[config.mk]
export PLATFORM = sky130hd
export DESIGN_NAME = mrt_bgp4mp_record_classifier_top
export DESIGN_NICKNAME = d
export VERILOG_FILES = /design/src/hw/rtl/mrbc_pkg.sv /design/src/hw/rtl/mrt_bgp4mp_record_classifier_top.sv /design/src/hw/rtl/mrbc_parse.sv /design/src/hw/rtl/mrbc_stats.sv
export SDC_FILE = /design/constraint.sdc
export NUM_CORES = 2
export LEC_CHECK = 0
export BUFFER_PORTS_ARGS = -buffer_cell sky130_fd_sc_hd__buf_2
export CAP_MARGIN = 10
export CORE_UTILIZATION = 50
export DETAILED_ROUTE_END_ITERATION = 16
export GPL_ROUTABILITY_DRIVEN = 0
export PLACE_DENSITY_LB_ADDON = 0.3
export SLEW_MARGIN = 15
export SYNTH_ARGS = -nofsm -noshare
export SYNTH_HDL_FRONTEND = slang
export SYNTH_SLANG_ARGS = --single-unit
[constraint.sdc]
create_clock -name i_clk -period 27.3 [get_ports i_clk]
set_clock_uncertainty 0.05 [all_clocks]
set_input_delay 2.73 -clock i_clk [delete_from_list [all_inputs] [get_ports i_clk]]
set_output_delay 2.73 -clock i_clk [all_outputs]
set_load 0.01 [all_outputs]
[src/hw/rtl/mrbc_pkg.sv]
// shared types and constants of the mrt bgp4mp record classifier
package mrbc_pkg;

    // width of the statistics counters; results carry the low 32 bits
    localparam int COUNT_WIDTH = 32;

    localparam int NUM_COUNTERS = 12;
    localparam logic [3:0] CNT_RECORDS  = 4'd10;
    localparam logic [3:0] CNT_MESSAGES = 4'd11;

    // mrt common header: 4 timestamp, 2 type, 2 subtype, 4 length
    localparam logic [3:0] HDR_LEN        = 4'd12;
    localparam logic [3:0] HDR_FIELDS_POS = 4'd4;

    // configuration register indexes
    localparam logic CFG_EXPECTED_TYPE = 1'b0;
    localparam logic CFG_WANTED_AFI    = 1'b1;

    // bgp4mp subtypes
    localparam logic [15:0] SUB_STATE_CHANGE     = 16'd0;
    localparam logic [15:0] SUB_MESSAGE          = 16'd1;
    localparam logic [15:0] SUB_MESSAGE_AS4      = 16'd4;
    localparam logic [15:0] SUB_STATE_CHANGE_AS4 = 16'd5;

    // bgp message typecodes
    localparam logic [7:0] BGP_OPEN         = 8'd1;
    localparam logic [7:0] BGP_UPDATE       = 8'd2;
    localparam logic [7:0] BGP_NOTIFICATION = 8'd3;
    localparam logic [7:0] BGP_KEEPALIVE    = 8'd4;

    // length limits
    localparam logic [31:0] MIN_RECORD_LEN  = 32'd12;
    localparam logic [31:0] MIN_AS4_MSG_LEN = 32'd39;
    localparam logic [31:0] MIN_UPDATE_LEN  = 32'd41;
    localparam logic [31:0] BGP_MSG_SKIP    = 32'd20;
    localparam logic [31:0] PAYLOAD_SKIP    = 32'd32;
    localparam logic [15:0] EOR_BGP_LEN     = 16'd23;

    typedef enum logic [3:0] {
        CLS_AFI_DISCARD  = 4'd0,
        CLS_AS2_DISCARD  = 4'd1,
        CLS_STATE_CHANGE = 4'd2,
        CLS_OPEN         = 4'd3,
        CLS_UPDATE       = 4'd4,
        CLS_WITHDRAW     = 4'd5,
        CLS_MIXED        = 4'd6,
        CLS_EOR          = 4'd7,
        CLS_NOTIFICATION = 4'd8,
        CLS_KEEPALIVE    = 4'd9,
        CLS_UNKNOWN_SUB  = 4'd10,
        CLS_BAD_TYPE     = 4'd11,
        CLS_BAD_TYPECODE = 4'd12,
        CLS_SHORT        = 4'd13
    } t_rec_class;

    typedef struct packed {
        logic [15:0] expected_type;
        logic [15:0] wanted_afi;
    } t_cfg;

    // record fields as they stand once the current byte is taken in
    typedef struct packed {
        logic        complete;
        logic        last;
        logic [15:0] rec_type;
        logic [15:0] subtype;
        logic [31:0] body_len;
        logic [31:0] start;
        logic [15:0] afi;
        logic [15:0] bgp_len;
        logic [7:0]  typecode;
        logic [15:0] wdr_len;
    } t_rec_view;

    typedef struct packed {
        t_rec_class  rec_class;
        logic [31:0] record_number;
        logic [31:0] class_count;
        logic [31:0] payload_offset;
        logic [31:0] payload_length;
        logic        keep_payload;
    } t_result;

endpackage

[src/hw/rtl/mrt_bgp4mp_record_classifier_top.sv]
// top level of the mrt bgp4mp record classifier
//
// input stream: one byte of an mrt dump per request on s_axis; tdata holds
// the byte, tlast marks the final byte of the dump. each record's 12-byte
// header is parsed, bgp4mp records are sorted and as4 ipv4 messages
// classified from the afi, bgp length, typecode and withdrawn length bytes.
// output stream: one request on m_axis per finished or truncated record.
// result path: the record's last byte is loaded into the input register,
// then the result it gives is loaded into the result register.
// throughput: one byte per cycle unless a record end waits on the result
// register; every byte takes one combinational pass between the registers.
// stall: a byte that ends neither a record nor the dump moves on even while
// a result waits; only a byte that ends one waits for the result register
// to drain, and the input register then holds it while s_axis tready drops.
// config: i_cfg_we writes register i_cfg_index (0 expected record type, 1
// wanted address family); the user writes only while the stream is idle;
// the block does not enforce it. reset: clears counters, stream position
// and halt; registers return to type 16 and afi 1. after a bad type or bad
// typecode the block halts: bytes are still taken but dropped until reset.
module mrt_bgp4mp_record_classifier_top (
    input  logic         i_clk,
    input  logic         i_rst_n,
    // byte stream
    input  logic         i_s_axis_tvalid,
    output logic         o_s_axis_tready,
    input  logic [7:0]   i_s_axis_tdata,   // [7:0] data_byte
    input  logic         i_s_axis_tlast,   // end_of_file
    // result stream
    output logic         o_m_axis_tvalid,
    input  logic         i_m_axis_tready,
    // [31:0] record_number, [63:32] class_count,
    // [95:64] payload_offset, [127:96] payload_length
    output logic [127:0] o_m_axis_tdata,
    // [3:0] record_class, [4] keep_payload
    output logic [4:0]   o_m_axis_tuser,
    // configuration writes
    input  logic         i_cfg_we,
    input  logic         i_cfg_index,
    input  logic [15:0]  i_cfg_wdata
);
    import mrbc_pkg::*;

    // input register
    logic        r_in_valid;
    logic [7:0]  r_in_byte;
    logic        r_in_last;

    // result register
    logic        r_out_valid;
    t_result     r_out;

    t_cfg        r_cfg;
    t_rec_view   w_view;
    t_result     w_result;
    logic        w_halted;
    logic        w_has_result;
    logic        w_out_free;
    logic        w_advance;
    logic        w_step;

    // a byte gives a result when it ends a record or the dump
    assign w_has_result = !w_halted && (w_view.complete || w_view.last);
    assign w_out_free   = !r_out_valid || i_m_axis_tready;
    assign w_advance    = r_in_valid && (!w_has_result || w_out_free);
    assign w_step       = w_advance && !w_halted;

    assign o_s_axis_tready = !r_in_valid || w_advance;

    always_ff @(posedge i_clk) begin
        if (!i_rst_n) begin
            r_in_valid <= 1'b0;
        end else if (o_s_axis_tready) begin
            r_in_valid <= i_s_axis_tvalid;
        end
    end

    always_ff @(posedge i_clk) begin
        if (o_s_axis_tready) begin
            r_in_byte <= i_s_axis_tdata;
            r_in_last <= i_s_axis_tlast;
        end
    end

    always_ff @(posedge i_clk) begin
        if (!i_rst_n) begin
            r_cfg.expected_type <= 16'd16;
            r_cfg.wanted_afi    <= 16'd1;
        end else if (i_cfg_we) begin
            unique case (i_cfg_index)
                CFG_EXPECTED_TYPE: r_cfg.expected_type <= i_cfg_wdata;
                CFG_WANTED_AFI:    r_cfg.wanted_afi    <= i_cfg_wdata;
                default:           ;
            endcase
        end
    end

    mrbc_parse u_parse (
        .i_clk   (i_clk),
        .i_rst_n (i_rst_n),
        .i_step  (w_step),
        .i_byte  (r_in_byte),
        .i_last  (r_in_last),
        .o_view  (w_view)
    );

    mrbc_stats u_stats (
        .i_clk    (i_clk),
        .i_rst_n  (i_rst_n),
        .i_step   (w_step),
        .i_view   (w_view),
        .i_cfg    (r_cfg),
        .o_result (w_result),
        .o_halted (w_halted)
    );

    // result register: loads on a record or dump end, clears when taken
    always_ff @(posedge i_clk) begin
        if (!i_rst_n) begin
            r_out_valid <= 1'b0;
        end else if (w_step && w_has_result) begin
            r_out_valid <= 1'b1;
        end else if (i_m_axis_tready) begin
            r_out_valid <= 1'b0;
        end
    end

    always_ff @(posedge i_clk) begin
        if (w_step && w_has_result) begin
            r_out <= w_result;
        end
    end

    assign o_m_axis_tvalid = r_out_valid;
    assign o_m_axis_tdata  = {r_out.payload_length, r_out.payload_offset,
                              r_out.class_count, r_out.record_number};
    assign o_m_axis_tuser  = {r_out.keep_payload, r_out.rec_class};

    // halt stays until reset
    a_halt_sticky: assert property (@(posedge i_clk) disable iff (!i_rst_n)
        w_halted |=> w_halted)
        else $error("halt flag cleared without reset");

    // the input side only stalls behind a blocked result
    a_stall_cause: assert property (@(posedge i_clk) disable iff (!i_rst_n)
        (r_in_valid && !o_s_axis_tready) |-> (r_out_valid && !i_m_axis_tready))
        else $error("input stalled while result register free");

    // a result is never loaded over one that is not taken
    a_no_overwrite: assert property (@(posedge i_clk) disable iff (!i_rst_n)
        (w_step && w_has_result) |-> w_out_free)
        else $error("result register overwritten");

    // keep flag goes only with plain updates
    a_keep_update: assert property (@(posedge i_clk) disable iff (!i_rst_n)
        (o_m_axis_tvalid && o_m_axis_tuser[4]) |-> (r_out.rec_class == CLS_UPDATE))
        else $error("keep flag on a non-update record");

endmodule

[src/hw/rtl/mrbc_parse.sv]
// byte-level parser: header and body position, field capture
module mrbc_parse (
    input  logic               i_clk,
    input  logic               i_rst_n,
    input  logic               i_step,
    input  logic [7:0]         i_byte,
    input  logic               i_last,
    output mrbc_pkg::t_rec_view o_view
);
    import mrbc_pkg::*;

    // body offsets of the captured bytes
    localparam logic [31:0] OFS_AFI_HI  = 32'd10;
    localparam logic [31:0] OFS_AFI_LO  = 32'd11;
    localparam logic [31:0] OFS_BLEN_HI = 32'd36;
    localparam logic [31:0] OFS_BLEN_LO = 32'd37;
    localparam logic [31:0] OFS_TCODE   = 32'd38;
    localparam logic [31:0] OFS_WLEN_HI = 32'd39;
    localparam logic [31:0] OFS_WLEN_LO = 32'd40;

    logic [3:0]  r_hdr_cnt, n_hdr_cnt;
    logic [31:0] r_pos, n_pos;
    logic [31:0] r_body_cnt, n_body_cnt;
    logic [31:0] r_start;
    logic [63:0] r_hdr, n_hdr;
    logic [31:0] r_len, n_len;
    logic [15:0] r_afi, n_afi;
    logic [15:0] r_blen, n_blen;
    logic [7:0]  r_tcode, n_tcode;
    logic [15:0] r_wlen, n_wlen;

    logic        w_fresh;
    logic        w_complete;
    logic [31:0] w_start;
    logic [3:0]  w_hdr_inc;

    always_comb begin
        w_fresh    = (r_hdr_cnt == '0);
        w_start    = w_fresh ? r_pos : r_start;
        n_hdr      = w_fresh ? '0 : r_hdr;
        n_len      = w_fresh ? '0 : r_len;
        n_afi      = w_fresh ? '0 : r_afi;
        n_blen     = w_fresh ? '0 : r_blen;
        n_tcode    = w_fresh ? '0 : r_tcode;
        n_wlen     = w_fresh ? '0 : r_wlen;
        n_body_cnt = w_fresh ? '0 : r_body_cnt;
        w_hdr_inc  = r_hdr_cnt + 4'd1;
        w_complete = 1'b0;
        if (r_hdr_cnt < HDR_LEN) begin
            // timestamp bytes are skipped
            if (r_hdr_cnt >= HDR_FIELDS_POS) begin
                n_hdr = {n_hdr[55:0], i_byte};
            end
            if (w_hdr_inc == HDR_LEN) begin
                n_len      = n_hdr[31:0];
                w_complete = (n_hdr[31:0] == '0);
            end
        end else begin
            if (n_body_cnt == OFS_AFI_HI)  n_afi[15:8]  = i_byte;
            if (n_body_cnt == OFS_AFI_LO)  n_afi[7:0]   = i_byte;
            if (n_body_cnt == OFS_BLEN_HI) n_blen[15:8] = i_byte;
            if (n_body_cnt == OFS_BLEN_LO) n_blen[7:0]  = i_byte;
            if (n_body_cnt == OFS_TCODE)   n_tcode      = i_byte;
            if (n_body_cnt == OFS_WLEN_HI) n_wlen[15:8] = i_byte;
            if (n_body_cnt == OFS_WLEN_LO) n_wlen[7:0]  = i_byte;
            n_body_cnt = n_body_cnt + 32'd1;
            w_complete = (n_body_cnt == n_len);
        end
        // record end or end of dump restarts the header
        n_pos     = r_pos + 32'd1;
        n_hdr_cnt = (r_hdr_cnt < HDR_LEN) ? w_hdr_inc : r_hdr_cnt;
        if (w_complete || i_last) begin
            n_hdr_cnt = '0;
        end
        if (i_last) begin
            n_pos = '0;
        end
    end

    always_ff @(posedge i_clk) begin
        if (!i_rst_n) begin
            r_hdr_cnt <= '0;
            r_pos     <= '0;
        end else if (i_step) begin
            r_hdr_cnt <= n_hdr_cnt;
            r_pos     <= n_pos;
        end
    end

    always_ff @(posedge i_clk) begin
        if (i_step) begin
            r_body_cnt <= n_body_cnt;
            r_start    <= w_start;
            r_hdr      <= n_hdr;
            r_len      <= n_len;
            r_afi      <= n_afi;
            r_blen     <= n_blen;
            r_tcode    <= n_tcode;
            r_wlen     <= n_wlen;
        end
    end

    always_comb begin
        o_view.complete = w_complete;
        o_view.last     = i_last;
        o_view.rec_type = n_hdr[63:48];
        o_view.subtype  = n_hdr[47:32];
        o_view.body_len = n_len;
        o_view.start    = w_start;
        o_view.afi      = n_afi;
        o_view.bgp_len  = n_blen;
        o_view.typecode = n_tcode;
        o_view.wdr_len  = n_wlen;
    end

endmodule

[src/hw/rtl/mrbc_stats.sv]
// record classification, statistics counters and halt flag
module mrbc_stats (
    input  logic                i_clk,
    input  logic                i_rst_n,
    input  logic                i_step,
    input  mrbc_pkg::t_rec_view i_view,
    input  mrbc_pkg::t_cfg      i_cfg,
    output mrbc_pkg::t_result   o_result,
    output logic                o_halted
);
    import mrbc_pkg::*;

    typedef enum logic [1:0] {
        SEL_ZERO = 2'b00,
        SEL_REC  = 2'b01,
        SEL_CLS  = 2'b10
    } t_cnt_sel;

    logic [COUNT_WIDTH-1:0] r_cnt [NUM_COUNTERS];
    logic                   r_halted;

    t_rec_class             w_cls;
    t_cnt_sel               w_sel;
    logic                   w_normal;
    logic                   w_inc_rec;
    logic                   w_inc_msg;
    logic                   w_halt;
    logic [3:0]             w_cls_idx;
    logic [COUNT_WIDTH-1:0] w_rec_new;
    logic [COUNT_WIDTH-1:0] w_cls_new;
    logic [COUNT_WIDTH-1:0] w_count;
    logic                   w_short_msg;
    logic [16:0]            w_wdr_eor;

    always_comb begin
        w_cls       = CLS_SHORT;
        w_sel       = SEL_ZERO;
        w_normal    = 1'b0;
        w_inc_rec   = 1'b0;
        w_inc_msg   = 1'b0;
        w_halt      = 1'b0;
        w_wdr_eor   = 17'(i_view.wdr_len) + 17'(EOR_BGP_LEN);
        w_short_msg = (i_view.body_len < MIN_AS4_MSG_LEN)
                   || ((i_view.typecode == BGP_UPDATE)
                       && (i_view.bgp_len != EOR_BGP_LEN)
                       && (i_view.body_len < MIN_UPDATE_LEN));
        if (!i_view.complete) begin
            // truncated by end of dump: no counter moves
            w_cls = CLS_SHORT;
        end else if (i_view.rec_type != i_cfg.expected_type) begin
            w_cls  = CLS_BAD_TYPE;
            w_halt = 1'b1;
        end else if (i_view.body_len < MIN_RECORD_LEN) begin
            w_cls     = CLS_SHORT;
            w_inc_rec = 1'b1;
        end else if (i_view.afi != i_cfg.wanted_afi) begin
            w_cls    = CLS_AFI_DISCARD;
            w_normal = 1'b1;
        end else if (i_view.subtype == SUB_MESSAGE_AS4) begin
            if (w_short_msg) begin
                w_cls     = CLS_SHORT;
                w_inc_rec = 1'b1;
            end else begin
                w_inc_msg = 1'b1;
                w_normal  = 1'b1;
                unique case (i_view.typecode)
                    BGP_OPEN:         w_cls = CLS_OPEN;
                    BGP_UPDATE: begin
                        if (i_view.bgp_len == EOR_BGP_LEN) begin
                            w_cls = CLS_EOR;
                        end else if (i_view.wdr_len == '0) begin
                            w_cls = CLS_UPDATE;
                        end else if (17'(i_view.bgp_len) != w_wdr_eor) begin
                            w_cls = CLS_MIXED;
                        end else begin
                            w_cls = CLS_WITHDRAW;
                        end
                    end
                    BGP_NOTIFICATION: w_cls = CLS_NOTIFICATION;
                    BGP_KEEPALIVE:    w_cls = CLS_KEEPALIVE;
                    default: begin
                        w_cls     = CLS_BAD_TYPECODE;
                        w_normal  = 1'b0;
                        w_inc_rec = 1'b1;
                        w_halt    = 1'b1;
                    end
                endcase
            end
        end else if (i_view.subtype == SUB_STATE_CHANGE_AS4) begin
            w_cls    = CLS_STATE_CHANGE;
            w_normal = 1'b1;
        end else if (i_view.subtype == SUB_STATE_CHANGE
                  || i_view.subtype == SUB_MESSAGE) begin
            w_cls    = CLS_AS2_DISCARD;
            w_normal = 1'b1;
        end else begin
            w_cls     = CLS_UNKNOWN_SUB;
            w_inc_rec = 1'b1;
            w_sel     = SEL_REC;
        end
        if (w_normal) begin
            w_inc_rec = 1'b1;
            w_sel     = SEL_CLS;
        end
    end

    always_comb begin
        w_cls_idx = w_normal ? w_cls : '0;
        w_rec_new = r_cnt[CNT_RECORDS] + COUNT_WIDTH'(1);
        w_cls_new = r_cnt[w_cls_idx] + COUNT_WIDTH'(1);
        unique case (w_sel)
            SEL_REC: w_count = w_rec_new;
            SEL_CLS: w_count = w_cls_new;
            default: w_count = '0;
        endcase
    end

    always_ff @(posedge i_clk) begin
        if (!i_rst_n) begin
            for (int i = 0; i < NUM_COUNTERS; i++) begin
                r_cnt[i] <= '0;
            end
            r_halted <= 1'b0;
        end else if (i_step) begin
            if (w_inc_rec) begin
                r_cnt[CNT_RECORDS] <= w_rec_new;
            end
            if (w_inc_msg) begin
                r_cnt[CNT_MESSAGES] <= r_cnt[CNT_MESSAGES] + COUNT_WIDTH'(1);
            end
            if (w_normal) begin
                r_cnt[w_cls_idx] <= w_cls_new;
            end
            if (w_halt) begin
                r_halted <= 1'b1;
            end
        end
    end

    always_comb begin
        o_result.rec_class      = w_cls;
        o_result.record_number  = 32'(r_cnt[CNT_RECORDS]);
        o_result.class_count    = 32'(w_count);
        o_result.payload_offset = i_view.start + PAYLOAD_SKIP;
        o_result.payload_length = (i_view.body_len >= BGP_MSG_SKIP)
                                ? (i_view.body_len - BGP_MSG_SKIP) : '0;
        o_result.keep_payload   = (w_cls == CLS_UPDATE);
    end

    assign o_halted = r_halted;

endmodule
==> summary.md <==
| Metric | Value |
|---|---|
| Status | `finished, final reports clean` |
| Setup violators final | `0` |
| Inserted Clock Buffers | `86` |
| Clock latency at the later pin of the worst-skew pair | `690 ps` |
| Setup TNS | `0 ps` |
| # IOs | `~170` |
| Share of layout cells above drive strength 1 | `between 10% and 20%` |
| CP endpoint kind | `register` |
| Vias in the first global route | `about 34000` |
| CTS sink count | `between 800 and 900` |
| Max-slew headroom | `between 10% and 20%` |
| Sequential-to-total area share from yosys stat | `54.3%` |
| Layout filler cell count | `between 7000 and 8000` |
| Max FO, Critical Path | `44` |
| Clock Pin Slew Worst Setup and Hold Paths | `60 ps` |
| Clock root cell | `clkbuf_16` |
| Initial Utilization | `between 50% and 60%` |
| I/O Buffers | `165` |
| Post-CTS Setup Bufs | `0` |
| Wirelength, routed | `143 mm` |
| Cts hold-fix bufs | `0` |
| CP required | `between 20000 and 30000 ps` |
| Crit path time final | `10500 ps` |
| First-pass GRT wire length | `approximately 210 mm` |
| Total track usage | `between 30% and 40%` |
| H-tree depth | `3` |
| DR iter-0 viols | `5967` |
| Cell Rows | `107` |
| Register bit total from synthesis | `around 810` |
| Pre-Repair DR Iteration Count | `8` |
| Power per cell area | `roughly 61 nW/um2` |
| Min-Delay Path Class | `reg -> reg` |
| Antenna violations before repair | `7` |
| Peak supply drop | `0.0480 mV` |
| Layout Nets | `roughly 4400` |
| Syn. warnings | `0` |
| CTS Buffer Depth | `3` |
| Yosys top cell area share | `51.1%` |
| Largest net degree at the start of global routing | `116` |
| DR vias | `~36000` |
| Detail Route Antenna Nets | `0` |
| Setup Crit Path Kind | `reg -> reg` |
| Area grow syn2layout | `10.8%` |
| Ys flop type | `edfxtp_1` |
| Netlist cell types | `106` |
| Hold WS | `between 400 and 500 ps` |
| Total die area | `between 80000 and 90000 um2` |
| CP Launch Type | `register` |
| Dpl hpwl | `approximately 95 mm` |
| Fmax | `between 90 and 100 MHz` |
| RSZ-0062 raised after global routing | `no` |
| Die width | `roughly 300 um` |
| Total standard cell area after synthesis | `roughly 44000 um2` |
| Commonest non-fill, non-tap cell in the layout | `edfxtp_1` |
| Final Instance Count excl. Fillers | `about 5500` |
| Core Footprint | `85800 um2` |
| TritonCTS clock tree | `done` |
| Final worst-path cycle share | `around 38%` |
| Worst Tran Pin Value | `~1300 ps` |
| Number of hold violations in the final report | `0` |
| DR WL/cell | `approximately 26 um` |
| EDFF count, synth | `approximately 740` |
| Cell count after synthesis | `around 4300` |
| Total gr overflow | `0` |
| Die span in y | `297 um` |
| Most frequent cells in the layout | `edfxtp_1 (742), nor2_1 (667), nand2_1 (435)` |
| Post-synth top area cell | `edfxtp_1` |
| Max-capacitance violation count | `0` |
| Mapped Nets | `4314` |
| Via-to-Cell Ratio | `approximately 6.5` |
| DRC | `0` |
| Setup WS pre-CTS | `between 15000 and 20000 ps` |
| Synthesized area per cell | `approximately 10 um2` |
| Fin worst setup slack | `between 15000 and 20000 ps` |
| Final core utilization | `~56%` |
| Post-cts sizing count | `0` |
| Synth top area cells | `edfxtp_1 (51%), nor2_1 (5.7%), nand2_1 (3.7%)` |
| Max-slew violations | `0` |
| FFs w/ async S/R, synth | `0%` |
| Crit path DAT | `roughly 11000 ps` |
| Placed cell count | `approximately 5400` |
| Leakage Power | `roughly 17 nW` |
[Yosys cell counts (all sizes together), types with 104 or more instances]
cell,number
buf,113
nand2,438
xnor2,151
o21ai,165
nand3,180
a21oi,165
edfxtp,742
nor3,112
nor2,674
xor2,121
mux2i,104
clkbuf,180
[through the flow]
stage	instance area [um2]	power, mW
floorplan	43600	1.64
global placement	45400	1.71
detailed placement	45400	1.72
CTS	48300	2.93
global route	48300	3.00
finish	48400	2.93
[sequential cells by signal (all words and copies together) (netlist names), 32 cells and up]
signal,flops
u_parse.r_start,32
u_parse.r_body_cnt,32
u_stats.r_cnt,384
u_parse.r_pos,32
r_cfg,32
o_m_axis_tdata,128
u_parse.r_len,32
u_parse.r_hdr,64
[worst max-delay path, cell delays in order, from the launching register on]
cell       delay, ps
dfxtp_1          390
inv_1             60
ha_1             170
buf_4            220
or3b_4           660
and2_1           280
ha_1             260
and3_1           250
nand3_1          270
or4_1            610
a221o_1          320
a2111oi_0        510
nand4_1          200
o22ai_2          750
nand3_1         1000
a211oi_1        1250
nor2_1            80
a21oi_1          230
a31oi_1          150
nor3_1           330
nand4_1          320
nor3_2           540
nand4_1          210
xnor2_1          900
o22ai_1          160
[layout make-up]
cell class | count | area, um2 | share of cell area [%]
diodes | 5 | 12.5 | 0.0259
inverters | 100 | 380 | 0.787
multi-input cells | 3061 | 18300 | 37.9
clock buffers | 93 | 2180 | 4.51
flip-flops and latches | 813 | 23700 | 49.0
well taps | 1144 | 1430 | 2.96
repair buffers | 257 | 1530 | 3.16
clock inverters | 69 | 764 | 1.58
[metal layers]
| metal | part of all wire, % | vias to the layer above | global-route usage, % |
|---|---|---|---|
| met5 | 0.044 | - | 0 |
| met4 | 5.3 | 6 | 14.2 |
| met3 | 13 | 588 | 8.87 |
| met2 | 44 | 2589 | 47.7 |
| met1 | 38 | 17200 | 42.8 |
| li1 | - | 15800 | - |
[cell families after synthesis]
group	Yosys count	share of synthesized area (%)
xor+xnor	272	5.50
buf+inv	393	3.88
fa+ha+maj	16	0.459
mux	118	2.77
flops	813	54.3
compound gates	795	12.6
simple gates	1860	20.5
[final timing paths]
kind	depth (start not counted)	start	end	slack, ps
setup / recovery	24	u_parse.r_hdr_cnt[1]$_SDFFE_PN0P_	o_m_axis_tdata[63]$_DFFE_PP_	16800
hold / removal	1	u_stats.o_halted$_SDFFE_PN0P_	u_stats.o_halted$_SDFFE_PN0P_	420
setup reg to reg	24	u_parse.r_hdr_cnt[1]$_SDFFE_PN0P_	o_m_axis_tdata[63]$_DFFE_PP_	16800
hold reg to reg	1	u_stats.o_halted$_SDFFE_PN0P_	u_stats.o_halted$_SDFFE_PN0P_	420
[power breakdown]
part,leakage (nW),switching [mW],internal (mW),total [mW]
registers,7.80,0.0378,1.41,1.45
logic,7.60,0.173,0.0768,0.250
clock network,1.43,0.525,0.700,1.23
total,16.8,0.736,2.19,2.93
Power figures use the tool's default switching activity.
